===== src/hdl/hammer_aitoff_inverse_projection_defines.svh =====
// assertion macros for the inverse hammer-aitoff projection block
// used by the top level only, expects clk_i and rst_ni in scope
`ifndef HAMMER_AITOFF_INVERSE_PROJECTION_DEFINES_SVH
`define HAMMER_AITOFF_INVERSE_PROJECTION_DEFINES_SVH
`ifndef NO_ASSERTIONS
`define HAI_ASSERT_IMP(lbl, ante, cons) \
  lbl: assert property (@(posedge clk_i) disable iff (!rst_ni) (ante) |-> (cons)) \
    else $error("hai check failed");
`define HAI_ASSERT_NEXT(lbl, ante, cons) \
  lbl: assert property (@(posedge clk_i) disable iff (!rst_ni) (ante) |=> (cons)) \
    else $error("hai check failed");
`else
`define HAI_ASSERT_IMP(lbl, ante, cons)
`define HAI_ASSERT_NEXT(lbl, ante, cons)
`endif
`endif


===== src/hdl/hai_pkg.sv =====
// shared types and constants of the inverse hammer-aitoff projection
// no dependencies
package hai_pkg;

  // datapath widths of the normaliser and cordic row
  localparam int NormW   = 64;
  localparam int CordW   = 60;
  localparam int AngW    = 33;
  localparam int Steps   = 32;

  // per-cell control handed along the row
  typedef struct packed {
    logic en;
    logic vld;
  } hai_ctl_t;

  // atan(2^-i), 2^32 is a full turn
  function automatic logic [31:0] atan_val(input logic [4:0] i);
    logic [31:0] v;
    case (i)
      5'd0:  v = 32'd536870912;
      5'd1:  v = 32'd316933406;
      5'd2:  v = 32'd167458907;
      5'd3:  v = 32'd85004756;
      5'd4:  v = 32'd42667331;
      5'd5:  v = 32'd21354465;
      5'd6:  v = 32'd10679838;
      5'd7:  v = 32'd5340245;
      5'd8:  v = 32'd2670163;
      5'd9:  v = 32'd1335087;
      5'd10: v = 32'd667544;
      5'd11: v = 32'd333772;
      5'd12: v = 32'd166886;
      5'd13: v = 32'd83443;
      5'd14: v = 32'd41722;
      5'd15: v = 32'd20861;
      5'd16: v = 32'd10430;
      5'd17: v = 32'd5215;
      5'd18: v = 32'd2608;
      5'd19: v = 32'd1304;
      5'd20: v = 32'd652;
      5'd21: v = 32'd326;
      5'd22: v = 32'd163;
      5'd23: v = 32'd81;
      5'd24: v = 32'd41;
      5'd25: v = 32'd20;
      5'd26: v = 32'd10;
      5'd27: v = 32'd5;
      5'd28: v = 32'd3;
      5'd29: v = 32'd1;
      5'd30: v = 32'd1;
      default: v = 32'd0;
    endcase
    return v;
  endfunction

endpackage


===== src/hdl/hai_sqrt_cell.sv =====
// one digit cell of the pipelined integer square root
// depends on hai_pkg
module hai_sqrt_cell import hai_pkg::*; #(
  parameter int RB = 16,
  parameter int WW = 32,
  parameter int SW = 1
) (
  input  logic          clk_i,
  input  logic          rst_ni,
  input  hai_ctl_t      ctl_i,
  input  logic [RB+1:0] rem_i,
  input  logic [RB-1:0] root_i,
  input  logic [WW-1:0] w_i,
  input  logic [SW-1:0] side_i,
  output logic          vld_o,
  output logic [RB+1:0] rem_o,
  output logic [RB-1:0] root_o,
  output logic [WW-1:0] w_o,
  output logic [SW-1:0] side_o
);

  logic [RB+3:0] cand, trial;
  logic [RB+1:0] rem_d, rem_q;
  logic [RB-1:0] root_d, root_q;
  logic [WW-1:0] w_q;
  logic [SW-1:0] side_q;
  logic          vld_q;

  // bring down two bits and try the next root digit
  always_comb begin
    cand  = {rem_i, w_i[WW-1 -: 2]};
    trial = {2'b00, root_i, 2'b01};
    if (cand >= trial) begin
      rem_d  = (RB+2)'(cand - trial);
      root_d = {root_i[RB-2:0], 1'b1};
    end else begin
      rem_d  = (RB+2)'(cand);
      root_d = {root_i[RB-2:0], 1'b0};
    end
  end

  always_ff @(posedge clk_i or negedge rst_ni) begin
    if (!rst_ni) begin
      vld_q <= 1'b0;
    end else if (ctl_i.en) begin
      vld_q <= ctl_i.vld;
    end
  end

  always_ff @(posedge clk_i) begin
    if (ctl_i.en) begin
      rem_q  <= rem_d;
      root_q <= root_d;
      w_q    <= w_i << 2;
      side_q <= side_i;
    end
  end

  assign vld_o  = vld_q;
  assign rem_o  = rem_q;
  assign root_o = root_q;
  assign w_o    = w_q;
  assign side_o = side_q;

endmodule


===== config.mk =====
export PLATFORM = sky130hd
export DESIGN_NAME = hai_sqrt_cell
export DESIGN_NICKNAME = d
export VERILOG_FILES = /design/src/hdl/hammer_aitoff_inverse_projection_defines.svh /design/src/hdl/hai_pkg.sv /design/src/hdl/hai_sqrt_cell.sv
export SDC_FILE = /design/constraint.sdc
export NUM_CORES = 1
export LEC_CHECK = 0
export BUFFER_PORTS_ARGS = -buffer_cell sky130_fd_sc_hd__buf_4
export CORE_ASPECT_RATIO = 0.9
export CORE_MARGIN = 3
export CORE_UTILIZATION = 25
export DETAILED_ROUTE_END_ITERATION = 16
export GPL_TIMING_DRIVEN = 0
export MAX_ROUTING_LAYER = met4
export SYNTH_ARGS = -nofsm -noshare
export SYNTH_HDL_FRONTEND = slang
export SYNTH_SLANG_ARGS = --single-unit
export TNS_END_PERCENT = 30

===== constraint.sdc =====
create_clock -name clk_i -period 0.9 [get_ports clk_i]
set_input_delay 0.27 -clock clk_i [delete_from_list [all_inputs] [get_ports clk_i]]
set_output_delay 0.27 -clock clk_i [all_outputs]
set_load 0.01 [all_outputs]

# After elaboration in Yosys (flattened, before gate mapping)
# Index checks and enable logic that the tools add are counted.
op_classes:
  add_sub_neg: 1
  mul: 0
  div: 0
  order_cmp: 1
  eq_ne: 0
  n_shift: 0
  mux: 2
  bitwise: 0
  reduce_logical: 0
op_table:
  columns: ["cell", "n"]
  rows:
  - ["$ge 20x18->1", 1]
  - ["$mux 18", 1]
  - ["$sub 18x18->18", 1]
  - ["$mux 1", 1]
word_totals:
  regBits: 66
  latchBits: 0
  ram_bits: 0
  rom_bits: 0
  input_bits: 71
  out_inout_bits: 68
  word_cells: 9
  mem_count: 0

# Longest topological paths before layout
# Gate-level depths: netlist (run 1).
depth:
  word_depth: 2
  depth_mapped: 11
  mapped_depth_nobuf: 9

# Worst setup path after synthesis (run 1)
# No wires, ideal clock.
synth_timing:
  path_type: "input port to flip-flop"
  start: "in root_i[7]"
  end: "reg rem_q[10], in the netlist rem_o[10] (data pin)"
  setup_time_ps: 260
  t_arrival_ps: 1984
  t_required_ps: 640
  path_slack_ps: -1344
  stages: 11
  n_path_buf: 2
  path_cell_list: "inv_1 ha_1 buf_2 nand2_1 nor2_1 nand3_1 nor2_1 o21ai_2 o211ai_4 buf_6 mux2_2"
synth_via:
  elab_chain_len: 2
  elab_cells_between_ends: 3
  classes_between: "1 x add/sub; 1 x order compare; 1 x mux"
synth_lines:
  columns: ["element", "line_no", "source"]
  rows:
  - ["start: declaration", "hai_sqrt_cell.sv:12", "input logic [RB-1:0] root_i,"]
  - ["$sub 18x18->18 or $ge 20x18->1 (tied branches)", "hai_sqrt_cell.sv:34, hai_sqrt_cell.sv:33", null]
  - ["$mux 18 *", "hai_sqrt_cell.sv:33", "if (cand >= trial) begin"]
  - ["named net rem_d[10]", "hai_sqrt_cell.sv:23", "logic [RB+1:0] rem_d, rem_q;"]
  - ["end signal: assignment", "hai_sqrt_cell.sv:52", "rem_q <= rem_d;"]
  - ["end: declaration", "hai_sqrt_cell.sv:23", null]
# The timed path passes the listed nets; every way through them passes the cells marked *.
# A chain may end at the register's enable or synchronous reset.

# Final worst setup path (run 1)
layout_timing:
  start: "in rem_i[0]"
  end: "reg rem_q[17], in the netlist rem_o[17] (data pin)"
layout_via:
  elab_chain_len: 2
  elab_cells_between_ends: 3
  classes_between: "1 x add/sub; 1 x order compare; 1 x mux"
layout_lines:
  columns: ["element", "line_no", "source"]
  rows:
  - ["start: declaration", "hai_sqrt_cell.sv:11", "input logic [RB+1:0] rem_i,"]
  - ["$sub 18x18->18 or $ge 20x18->1 (tied branches)", "hai_sqrt_cell.sv:34, hai_sqrt_cell.sv:33", null]
  - ["$mux 18 *", "hai_sqrt_cell.sv:33", null]
  - ["named net rem_d[17]", "hai_sqrt_cell.sv:23", null]
# Marked as above.

==> results.sh, run 1 <==
export IMPL_setup_viol=85
export IMPL_yosysWarnings=0
export IMPL_path_cells="buf_4, ha_4, nor2_2, o31a_1, o21ai_4, a41oi_4, nor4b_4, nor4_2, mux2_4"
export IMPL_worst_path_largest_cell_delay_ns=0.34
export IMPL_vias=2442
export IMPL_syn_cell_area_mm2=0.00320
export IMPL_die_area_mm2=0.0142
export IMPL_track_usage_pct=12.4
export IMPL_max_freq_mhz=527
export IMPL_p_clk_share_pct=36.6
export IMPL_relSlewSlack_pct=64.8
export IMPL_fin_nets=489
export IMPL_p_seq_share_pct=38.4
export IMPL_max_vdd_ir_drop_mv=0.936
export IMPL_gp_congestion=0.758
export IMPL_insertion_delay_ns=0.33
export IMPL_fin_area_mm2=0.00555
export IMPL_grt_pass1_wl_um=13300
export IMPL_wl_um=8340
export IMPL_internal_power_mw=7.66
export IMPL_synth_top_area_share_pct=60.9
export IMPL_fill_cells=1125
export IMPL_synth_most_common_cell="edfxtp_1"
export IMPL_core_area_mm2=0.0123
export IMPL_chipWidth_um=125
export IMPL_combPwrFrac_pct=25.0
export IMPL_p_total_mw=10.2
export IMPL_drc=0
export IMPL_critPathCaptureType="flip-flop"
export IMPL_synth_top_flop_cell="edfxtp_1"
export IMPL_cp_max_fo=4
export IMPL_place_ws_ns=-1.64
export IMPL_grt_ovfl_total=0
export IMPL_firstDrtPassIters=4
export IMPL_violations="negative setup slack"
export IMPL_cts_root_buffer="clkbuf_16"
export IMPL_fp_dieH_um=113
export IMPL_p_per_area_mw_per_mm2=1830
export IMPL_slew_viol_final=0
export IMPL_tritoncts="done"
export IMPL_drt_iter0_drc=82
export IMPL_synth_edff_count=65
export IMPL_cts_max_level=3
export IMPL_hold_class="in2reg"
export IMPL_wl_per_cell_um=14.8
export IMPL_clkTransAtPathRegs_ns=0.06
export IMPL_setup_ws_ns=-0.999
export IMPL_start_util_pct=26.1
export IMPL_cp_required_ns=1.11
export IMPL_finalHoldViolations=0
export IMPL_grt_max_degree=67
export IMPL_synth_avg_cell_area_um2=13.8
export IMPL_drive_above_1_share_pct=60.0
export IMPL_yosysSeqAreaShare_pct=61.7
export IMPL_maxCapViolCount=0
export IMPL_rsz0062_at_grt="yes"
export IMPL_post_route_period_util_pct=211
export IMPL_syn_inst=233
export IMPL_vias_per_cell=4.32
export IMPL_p_switching_mw=2.50
export IMPL_placed_cell_area_mm2=0.00474
export IMPL_switching_share_pct=24.6
export IMPL_area_growth_pct=73.3
export IMPL_dp_final_hpwl_um=6150
export IMPL_port_buffers=136
export IMPL_tightest_slew_ns=0.527
export IMPL_ant_nets=0
export IMPL_arrival_ns=2.11
export IMPL_pin_count=139
export IMPL_ys_seq_elements=66
export IMPL_synth_common_cells="65 x edfxtp_1, 20 x inv_1, 18 x ha_1, 15 x a21oi_1, 14 x mux2_2"
export IMPL_async_reset_ff_share_pct=1.52
export IMPL_crit_path_start_kind="input pin"
export IMPL_clock_skew_ns=0
export IMPL_synth_area_leader_cell="edfxtp_1"
export IMPL_numCtsBuffers=9
export IMPL_rows=38
export IMPL_grt_pass1_vias=2586
export IMPL_synthTopCellsByArea="edfxtp_1 61%, ha_1 7.0%, mux2_2 4.9%"
export IMPL_status="complete, but fails checks"
export IMPL_cts_buffer_depth=2
export IMPL_slowest_stage="o31a_1"
export IMPL_path_class="in2reg"
export IMPL_n_antenna_cell=0
export IMPL_clock_sinks=66
export IMPL_power_leakage_nw=2.31
export IMPL_synth_distinct_cells=44
export IMPL_antenna_found_initial=0
export IMPL_period_minus_slack_ns=1.90
[worst paths after layout]
| check | startpoint | end | slack (ns) | cells past startpoint |
|---|---|---|---|---|
| setup / recovery | rem_i[0] | rem_o[17] | -1.0 | 9 |
| hold / removal | w_i[21] | w_o[23] | 0.11 | 1 |
| setup reg to reg | vld_o | vld_o | 0.14 | 1 |
| hold reg to reg | vld_o | vld_o | 0.54 | 1 |
| max in group asynchronous | rst_ni | vld_o | 0.57 | 2 |
| min in group asynchronous | rst_ni | vld_o | 0.25 | 2 |
[worst max-delay path, delay by kind of cell]
family / cells / cell delay [ns]
adders and majority gates: 1 / 0.29
muxes: 1 / 0.20
and+or+nand+nor: 3 / 0.52
AOI/OAI and AO/OA: 3 / 0.70
buffers and inverters: 1 / 0.12
[through the flow]
step | utilization, % | std cells | setup TNS [ns] | hold WS, ns
after CTS | 44.2 | 564 | -33.30 | 0.0863
after global routing | 45.3 | 565 | -36.54 | 0.0832
after global placement | 38.6 | 530 | -59.62 | 0.0453
final | 45.3 | 565 | -32.06 | 0.108
after floorplan | - | 234 | -20.31 | -0.0256
after detailed placement | 38.6 | 530 | -59.09 | 0.0462
[power by group through the flow]
| stage | sequential (mW) | clock [mW] | combinational [mW] |
|---|---|---|---|
| 2_1_floorplan | 4.08 | 0 | 1.01 |
| 6_report | 3.90 | 3.72 | 2.54 |
| 3_5_place_dp | 3.91 | 0 | 2.17 |
| 3_3_place_gp | 3.91 | 0 | 2.15 |
| 4_1_cts | 3.89 | 3.86 | 2.47 |
| 5_1_grt | 3.94 | 3.99 | 2.73 |
[registers in the layout, summed over array words and instances (netlist names)]
register and flops:
w_o 30, side_o 1, rem_o 18, vld_o 1, root_o 16
[placed cells by master, fill, tap and decap left out, drive strengths merged]
cell,n
bufinv,2
a41oi,1
nor3,6
dlygate4sd3,1
and3,1
xor2,4
mux2i,3
a21o,2
o31a,1
nand3,5
ha,18
nand2b,3
mux2,16
a221oi,1
clkinvlp,1
o2111ai,1
nand2,12
nand4,2
a211o,1
o21ai,6
nand3b,1
inv,20
or4,1
clkbuf,9
nor4,1
nor2b,2
a211oi,3
xnor2,10
nor2,11
o211ai,2
o21a,6
dfrtp,1
buf,160
a31oi,3
clkinv,4
edfxtp,65
a2111oi,1
a21oi,15
nor4b,1
conb,2
[cell families (layout without fill, tap and decap cells)]
kind of cell,count (synthesis),count (layout),synth area share (%)
AOI/OAI and AO/OA,43,43,10.2
xor gates and xnor gates,14,14,3.83
adders and majority gates,18,18,7.03
muxes,19,19,6.56
and+or+nand+nor,46,46,6.99
other,1,2,0.117
DFF,66,66,61.7
buffers and inverters,26,197,3.59
[what timing repair did]
item	4_1_cts	5_1_grt
buffers inserted	20	1
pin swaps	21	8
setup endpoints to repair	151	85
hold buffers	1	0
endpoints found under the hold margin	1	0
gates resized for setup	66	29
[metal layers]
metal | global-route usage (%) | vias up | share of wire (%)
met2 | 19.5 | 98 | 48
met1 | 15.1 | 1132 | 44
li1 | - | 1203 | -
met5 | - | - | 0
met3 | 4.87 | 9 | 6.9
met4 | 3.47 | 0 | 0.84
[area by class of cell]
cell class                      count  area (µm²)  area share [%]
Sequential cell                    66        1980            35.6
Tap cell                          160         200            3.61
Inverter                           20         105            1.89
Multi-Input combinational cell    142        1460            26.4
Timing Repair Buffer              158        1450            26.1
Buffer                              3        35.0           0.631
Clock buffer                        9         225            4.06
Clock inverter                      7        93.8            1.69
(Power assumes the default switching activity.)
==> run 2: changes to the inputs <==
--- a/config.mk
+++ b/config.mk
@@ -12,6 +12,7 @@
 export DETAILED_ROUTE_END_ITERATION = 16
 export GPL_TIMING_DRIVEN = 0
 export MAX_ROUTING_LAYER = met4
+export PLACE_DENSITY_LB_ADDON = 0.05
 export SYNTH_ARGS = -nofsm -noshare
 export SYNTH_HDL_FRONTEND = slang
 export SYNTH_SLANG_ARGS = --single-unit
==> constraint.sdc (replaced) <==
create_clock -name clk_i -period 2.3 [get_ports clk_i]
set_input_delay 0.69 -clock clk_i [delete_from_list [all_inputs] [get_ports clk_i]]
set_output_delay 0.69 -clock clk_i [all_outputs]
set_load 0.01 [all_outputs]
==> run 2 against run 1 <==
Compared with the run above:
- the flow still finishes with violations (negative setup slack)
- register-to-register slack improved by 1.4 ns
- routed wire length is 1.6% higher
- clock skew unchanged
- global-route usage fell by 0.21 points
- combinational power decreased by 64%
- critical path depth is 2 higher
- core utilization decreased by 2.0 points
- setup slack better by 0.90 ns
- critical path type unchanged
==> results.sh, run 2 (same netlist as run 1, synthesis figures left out) <==
export IMPL_start_util_pct=26.1
export IMPL_grt_ovfl_total=0
export IMPL_r2r_end="vld_o"
export IMPL_final_common_cell="buf_4"
export IMPL_holdBufCountCts=0
export IMPL_post_route_period_util_pct=104
export IMPL_crit_path_start_kind="input pin"
export IMPL_ff2ff_path_depth=1
export IMPL_cp_required_ns=2.38
export IMPL_rsz0062_at_grt="yes"
export IMPL_fin_nets=483
export IMPL_n_antenna_cell=0
export IMPL_setup_viol=18
export IMPL_grt_pass1_vias=2531
export IMPL_pin_count=139
export IMPL_critPathCaptureType="flip-flop"
export IMPL_core_area_mm2=0.0123
export IMPL_fp_dieH_um=113
export IMPL_r2r_start="vld_o"
export IMPL_finalHoldViolations=0
export IMPL_port_buffers=136
export IMPL_path_class="in2reg"
export IMPL_tritoncts="done"
export IMPL_r2r_setup_slack_ns=1.56
export IMPL_clock_sinks=66
export IMPL_grt_pass1_wl_um=13100
export IMPL_period_minus_slack_ns=2.40
export IMPL_vias=2395
export IMPL_clock_skew_ns=0
export IMPL_slowest_stage="o211ai_1"
export IMPL_drc=0
export IMPL_gp_congestion=0.735
export IMPL_cts_root_buffer="clkbuf_16"
export IMPL_worst_path_largest_cell_delay_ns=0.29
export IMPL_insertion_delay_ns=0.33
export IMPL_area_growth_pct=65.6
export IMPL_drt_iter0_drc=107
export IMPL_firstDrtPassIters=4
export IMPL_clkTransAtPathRegs_ns=0.06
export IMPL_utilization_pct=43.3
export IMPL_cp_max_fo=4
export IMPL_max_vdd_ir_drop_mv=0.271
export IMPL_relSlewSlack_pct=41.1
export IMPL_power_leakage_nw=2.22
export IMPL_grt_max_degree=67
export IMPL_rows=38
export IMPL_wl_per_cell_um=15.2
export IMPL_die_area_mm2=0.0142
export IMPL_path_cells="buf_8, inv_4, ha_4, o211ai_1, a21oi_4, nor2b_4, o21ai_4, o21ai_2, o211ai_4, clkbuf_16, mux2_4"
export IMPL_dp_final_hpwl_um=5960
export IMPL_drive_above_1_share_pct=58.6
export IMPL_tightest_slew_ns=0.883
export IMPL_cts_max_level=3
export IMPL_arrival_ns=2.48
export IMPL_slew_viol_final=0
export IMPL_ant_nets=0
export IMPL_wl_um=8480
export IMPL_antenna_found_initial=0
export IMPL_cts_buffer_depth=2
export IMPL_numCtsBuffers=9
export IMPL_setup_ws_ns=-0.100
export IMPL_status="complete, but fails checks"
export IMPL_hold_ws_ns=0.121
export IMPL_max_freq_mhz=417
export IMPL_p_per_area_mw_per_mm2=754
export IMPL_hold_class="in2async"
export IMPL_vias_per_cell=4.28
export IMPL_violations="negative setup slack"
export IMPL_chipWidth_um=125
export IMPL_layout_common_cells="146 x buf_4, 65 x edfxtp_1, 11 x inv_1, 11 x ha_4"
export IMPL_track_usage_pct=12.2
export IMPL_largest_register_ffs=30
export IMPL_maxCapViolCount=0
==> run 2: cell types whose count changed in the layout (fill, tap and decap cells not counted), sizes merged <==
cell         change
clkinv           -1
buf              -7
dlygate4sd3      -1
clkbuf           +2
clkinvlp         -1
inv              +1
bufinv           +1
==> run 2: metal layers <==
metal  vias to the layer above  GRT usage [%]  routed length (µm)
li1                       1188              -                   -
met1                      1103           15.5                3990
met2                        99           18.2                3840
met3                         5           5.06                 571
met4                         0           3.25                  78
met5                         -              -                   0
==> run 2: stage by stage <==
stage / cells / setup WS, ns / area (µm²) / TNS, ns / power [mW]
2_1_floorplan: 234 / -0.195 / 3510 / -1.79 / 1.99
3_3_place_gp: 530 / -0.689 / 4740 / -10.22 / 2.38
3_5_place_dp: 530 / -0.623 / 4740 / -9.09 / 2.38
4_1_cts: 554 / -0.0300 / 5220 / -0.334 / 4.05
5_1_grt: 559 / -0.164 / 5310 / -2.35 / 4.22
6_report: 559 / -0.100 / 5310 / -1.04 / 4.00
==> run 2: power breakdown <==
part | internal [mW] | leakage (nW) | switching [mW]
clock | 1.06 | 0.167 | 0.527
sequential | 1.47 | 0.648 | 0.0319
combinational | 0.502 | 1.40 | 0.413
total | 3.03 | 2.22 | 0.972
==> run 2: what timing repair did <==
item | CTS | global route
pin swaps | 8 | 7
endpoints found under the setup margin | 18 | 18
cloned | 0 | 1
setup buffers | 9 | 4
gates resized for setup | 16 | 11
==> run 2: worst max-delay path by stage <==
stage	from	end	slack (ns)
2_1_floorplan	w_i[30]	rem_o[10]	-0.19
3_3_place_gp	root_i[10]	rem_o[14]	-0.69
3_5_place_dp	root_i[10]	rem_o[13]	-0.62
4_1_cts	w_i[30]	rem_o[9]	-0.03
5_1_grt	rem_i[1]	rem_o[14]	-0.16
6_report	root_i[1]	rem_o[10]	-0.10
==> run 2: area by class of cell <==
cell class | count | area, µm²
clock buffers | 9 | 225
inverters | 20 | 103
flip-flops and latches | 66 | 1980
repair buffers | 150 | 1170
plain buffers | 5 | 60.1
fillers | 1202 | 6960
well taps | 160 | 200
multi-input cells | 142 | 1460
clock inverters | 7 | 116
==> run 2: worst max-delay path, delay by kind of cell <==
family | cells | cell delay, ns
compound gates | 5 | 0.79
fa+ha+maj | 1 | 0.20
buf+inv | 3 | 0.36
mux | 1 | 0.29
simple gates | 1 | 0.15
==> run 3: changes to the inputs <==
==> constraint.sdc (replaced) <==
create_clock -name clk_i -period 2.9 [get_ports clk_i]
set_input_delay 0.87 -clock clk_i [delete_from_list [all_inputs] [get_ports clk_i]]
set_output_delay 0.87 -clock clk_i [all_outputs]
set_load 0.01 [all_outputs]
==> run 3 against run 2 <==
Compared with the run above:
- largest cell class unchanged
- count of clock-buffer cells in the layout is 1 higher
- combinational power is 36% lower
- via count is 0.79% lower
- the run now ends clean
- clock skew stayed put
- final cell count is 2.1% lower
- global-route usage is 0.51 points lower
- critical endpoint is now rem_o[14]
- core utilization is 4.0 points lower
- sequential power is 21% lower
- highest routed layer unchanged
==> results.sh, run 3 (same netlist as run 1, synthesis figures left out) <==
export IMPL_slowest_stage="ha_1"
export IMPL_vias=2376
export IMPL_drc=0
export IMPL_arrival_ns=2.79
export IMPL_ant_nets=0
export IMPL_drt_iter0_drc=117
export IMPL_largest_register_ffs=30
export IMPL_area_growth_pct=50.5
export IMPL_rsz0062_at_grt="no"
export IMPL_p_total_mw=3.13
export IMPL_cp_max_fo=10
export IMPL_place_ws_ns=-0.425
export IMPL_drive_above_1_share_pct=46.5
export IMPL_regArea_mm2=0.00198
export IMPL_combPwrFrac_pct=18.7
export IMPL_layout_common_cells="140 x buf_4, 65 x edfxtp_1, 20 x inv_1"
export IMPL_final_common_cell="buf_4"
export IMPL_multi_input_area_mm2=0.00113
export IMPL_hold_class="in2async"
export IMPL_power_leakage_nw=2.08
export IMPL_status="complete, no violations"
export IMPL_r2r_start="vld_o"
export IMPL_path_cells="buf_4, ha_1, a21oi_1, o21ai_4, o21ai_2, o211ai_4, buf_6, mux2_1"
export IMPL_clock_skew_ns=0
export IMPL_finalHoldViolations=0
export IMPL_r2r_end="vld_o"
export IMPL_setup_ws_ns=0.184
export IMPL_p_per_area_mw_per_mm2=650
export IMPL_port_buffers=136
export IMPL_post_route_period_util_pct=93.6
export IMPL_holdBufCountCts=0
export IMPL_r2r_setup_slack_ns=2.15
export IMPL_internal_power_mw=2.41
export IMPL_fp_dieH_um=113
export IMPL_max_vdd_ir_drop_mv=0.291
export IMPL_placed_cell_area_mm2=0.00443
export IMPL_cts_max_level=3
export IMPL_max_freq_mhz=368
export IMPL_fin_area_mm2=0.00482
export IMPL_dpl_cell_count=530
export IMPL_vias_per_cell=4.34
export IMPL_setup_viol=0
export IMPL_antenna_found_initial=0
export IMPL_switching_share_pct=23.2
export IMPL_relSlewSlack_pct=41.8
export IMPL_tritoncts="done"
export IMPL_pin_count=139
export IMPL_n_antenna_cell=0
export IMPL_start_util_pct=26.1
export IMPL_rows=38
export IMPL_p_clk_share_pct=43.2
export IMPL_path_class="in2reg"
export IMPL_clock_sinks=66
export IMPL_numCtsBuffers=9
export IMPL_grt_pass1_vias=2414
export IMPL_chipWidth_um=125
export IMPL_gp_congestion=0.778
export IMPL_fin_nets=471
export IMPL_grt_ovfl_total=0
export IMPL_period_minus_slack_ns=2.72
export IMPL_insertion_delay_ns=0.33
export IMPL_maxCapViolCount=0
export IMPL_tightest_slew_ns=0.874
export IMPL_slew_viol_final=0
export IMPL_wl_per_cell_um=14.9
export IMPL_grt_max_degree=67
export IMPL_worst_path_largest_cell_delay_ns=0.41
export IMPL_cp_required_ns=2.98
export IMPL_critPathCaptureType="flip-flop"
export IMPL_cts_root_buffer="clkbuf_16"
export IMPL_p_seq_share_pct=38.1
export IMPL_core_area_mm2=0.0123
export IMPL_clkTransAtPathRegs_ns=0.06
export IMPL_ff2ff_path_depth=1
export IMPL_cts_buffer_depth=2
export IMPL_grt_pass1_wl_um=12600
export IMPL_utilization_pct=39.3
export IMPL_fin_tns_setup_ns=0
export IMPL_fin_cells=547
export IMPL_hold_ws_ns=0.301
export IMPL_p_switching_mw=0.728
export IMPL_dp_final_hpwl_um=5860
export IMPL_crit_path_start_kind="input pin"
export IMPL_track_usage_pct=11.7
export IMPL_wl_um=8170
export IMPL_firstDrtPassIters=4
export IMPL_fill_cells=1203
export IMPL_die_area_mm2=0.0142
[run 3: cell types whose count changed in the layout (fill, tap and decap cells not counted), moves of 3 or more]
cell / previous run / this run
ha_4: 11 / 0
a21oi_1: 10 / 15
mux2_4: 6 / 0
inv_4: 3 / 0
inv_1: 11 / 20
buf_6: 5 / 1
ha_1: 6 / 18
a21oi_2: 3 / 0
buf_4: 146 / 140
mux2_2: 10 / 14
inv_2: 3 / 0
[run 3: cell type report]
cell class	instances	share of cell area [%]
buffer	5	0.752
clock buffer	10	4.75
clock inverter	6	2.85
inverter	20	1.56
multi-input combinational	142	23.5
sequential	66	41.0
tap	160	4.15
timing repair buffer	138	21.5
[run 3: critical path, delay by kind of cell]
family | cells | cell delay (ns)
buffers and inverters | 2 | 0.32
AOI/OAI and AO/OA | 4 | 0.87
muxes | 1 | 0.31
adders and majority gates | 1 | 0.41
[run 3: worst max-delay path by stage]
stage / start / to / slack [ns] / cells after the start
after floorplan: root_i[7] / rem_o[10] / 0.06 / 11
after global placement: rem_i[13] / rem_o[10] / -0.45 / 8
after detailed placement: root_i[13] / rem_o[10] / -0.43 / 9
after CTS: root_i[6] / rem_o[10] / 0.12 / 12
after global routing: rem_i[3] / rem_o[16] / 0.02 / 9
final: rem_i[5] / rem_o[14] / 0.18 / 8
[run 3: power groups by stage]
stage	clock, mW	sequential [mW]	combinational (mW)
floorplan	0	1.27	0.241
global placement	0	1.21	0.586
CTS	1.40	1.20	0.594
global route	1.44	1.20	0.647
detailed placement	0	1.21	0.587
finish	1.35	1.19	0.587
[run 3: per-layer routing]
metal | GRT usage, % | vias up | wire length (µm)
met5 | - | - | 0
met4 | 4.55 | 0 | 108
met3 | 3.56 | 10 | 598
met2 | 16.9 | 105 | 3520
met1 | 15.6 | 1097 | 3940
li1 | - | 1164 | -
[run 3: timing repair]
action / 4_1_cts / 5_1_grt
pin swaps: 1 / 0
setup buffers: 2 / 0
gates resized for setup: 0 / 3
setup endpoints to repair: 6 / 14
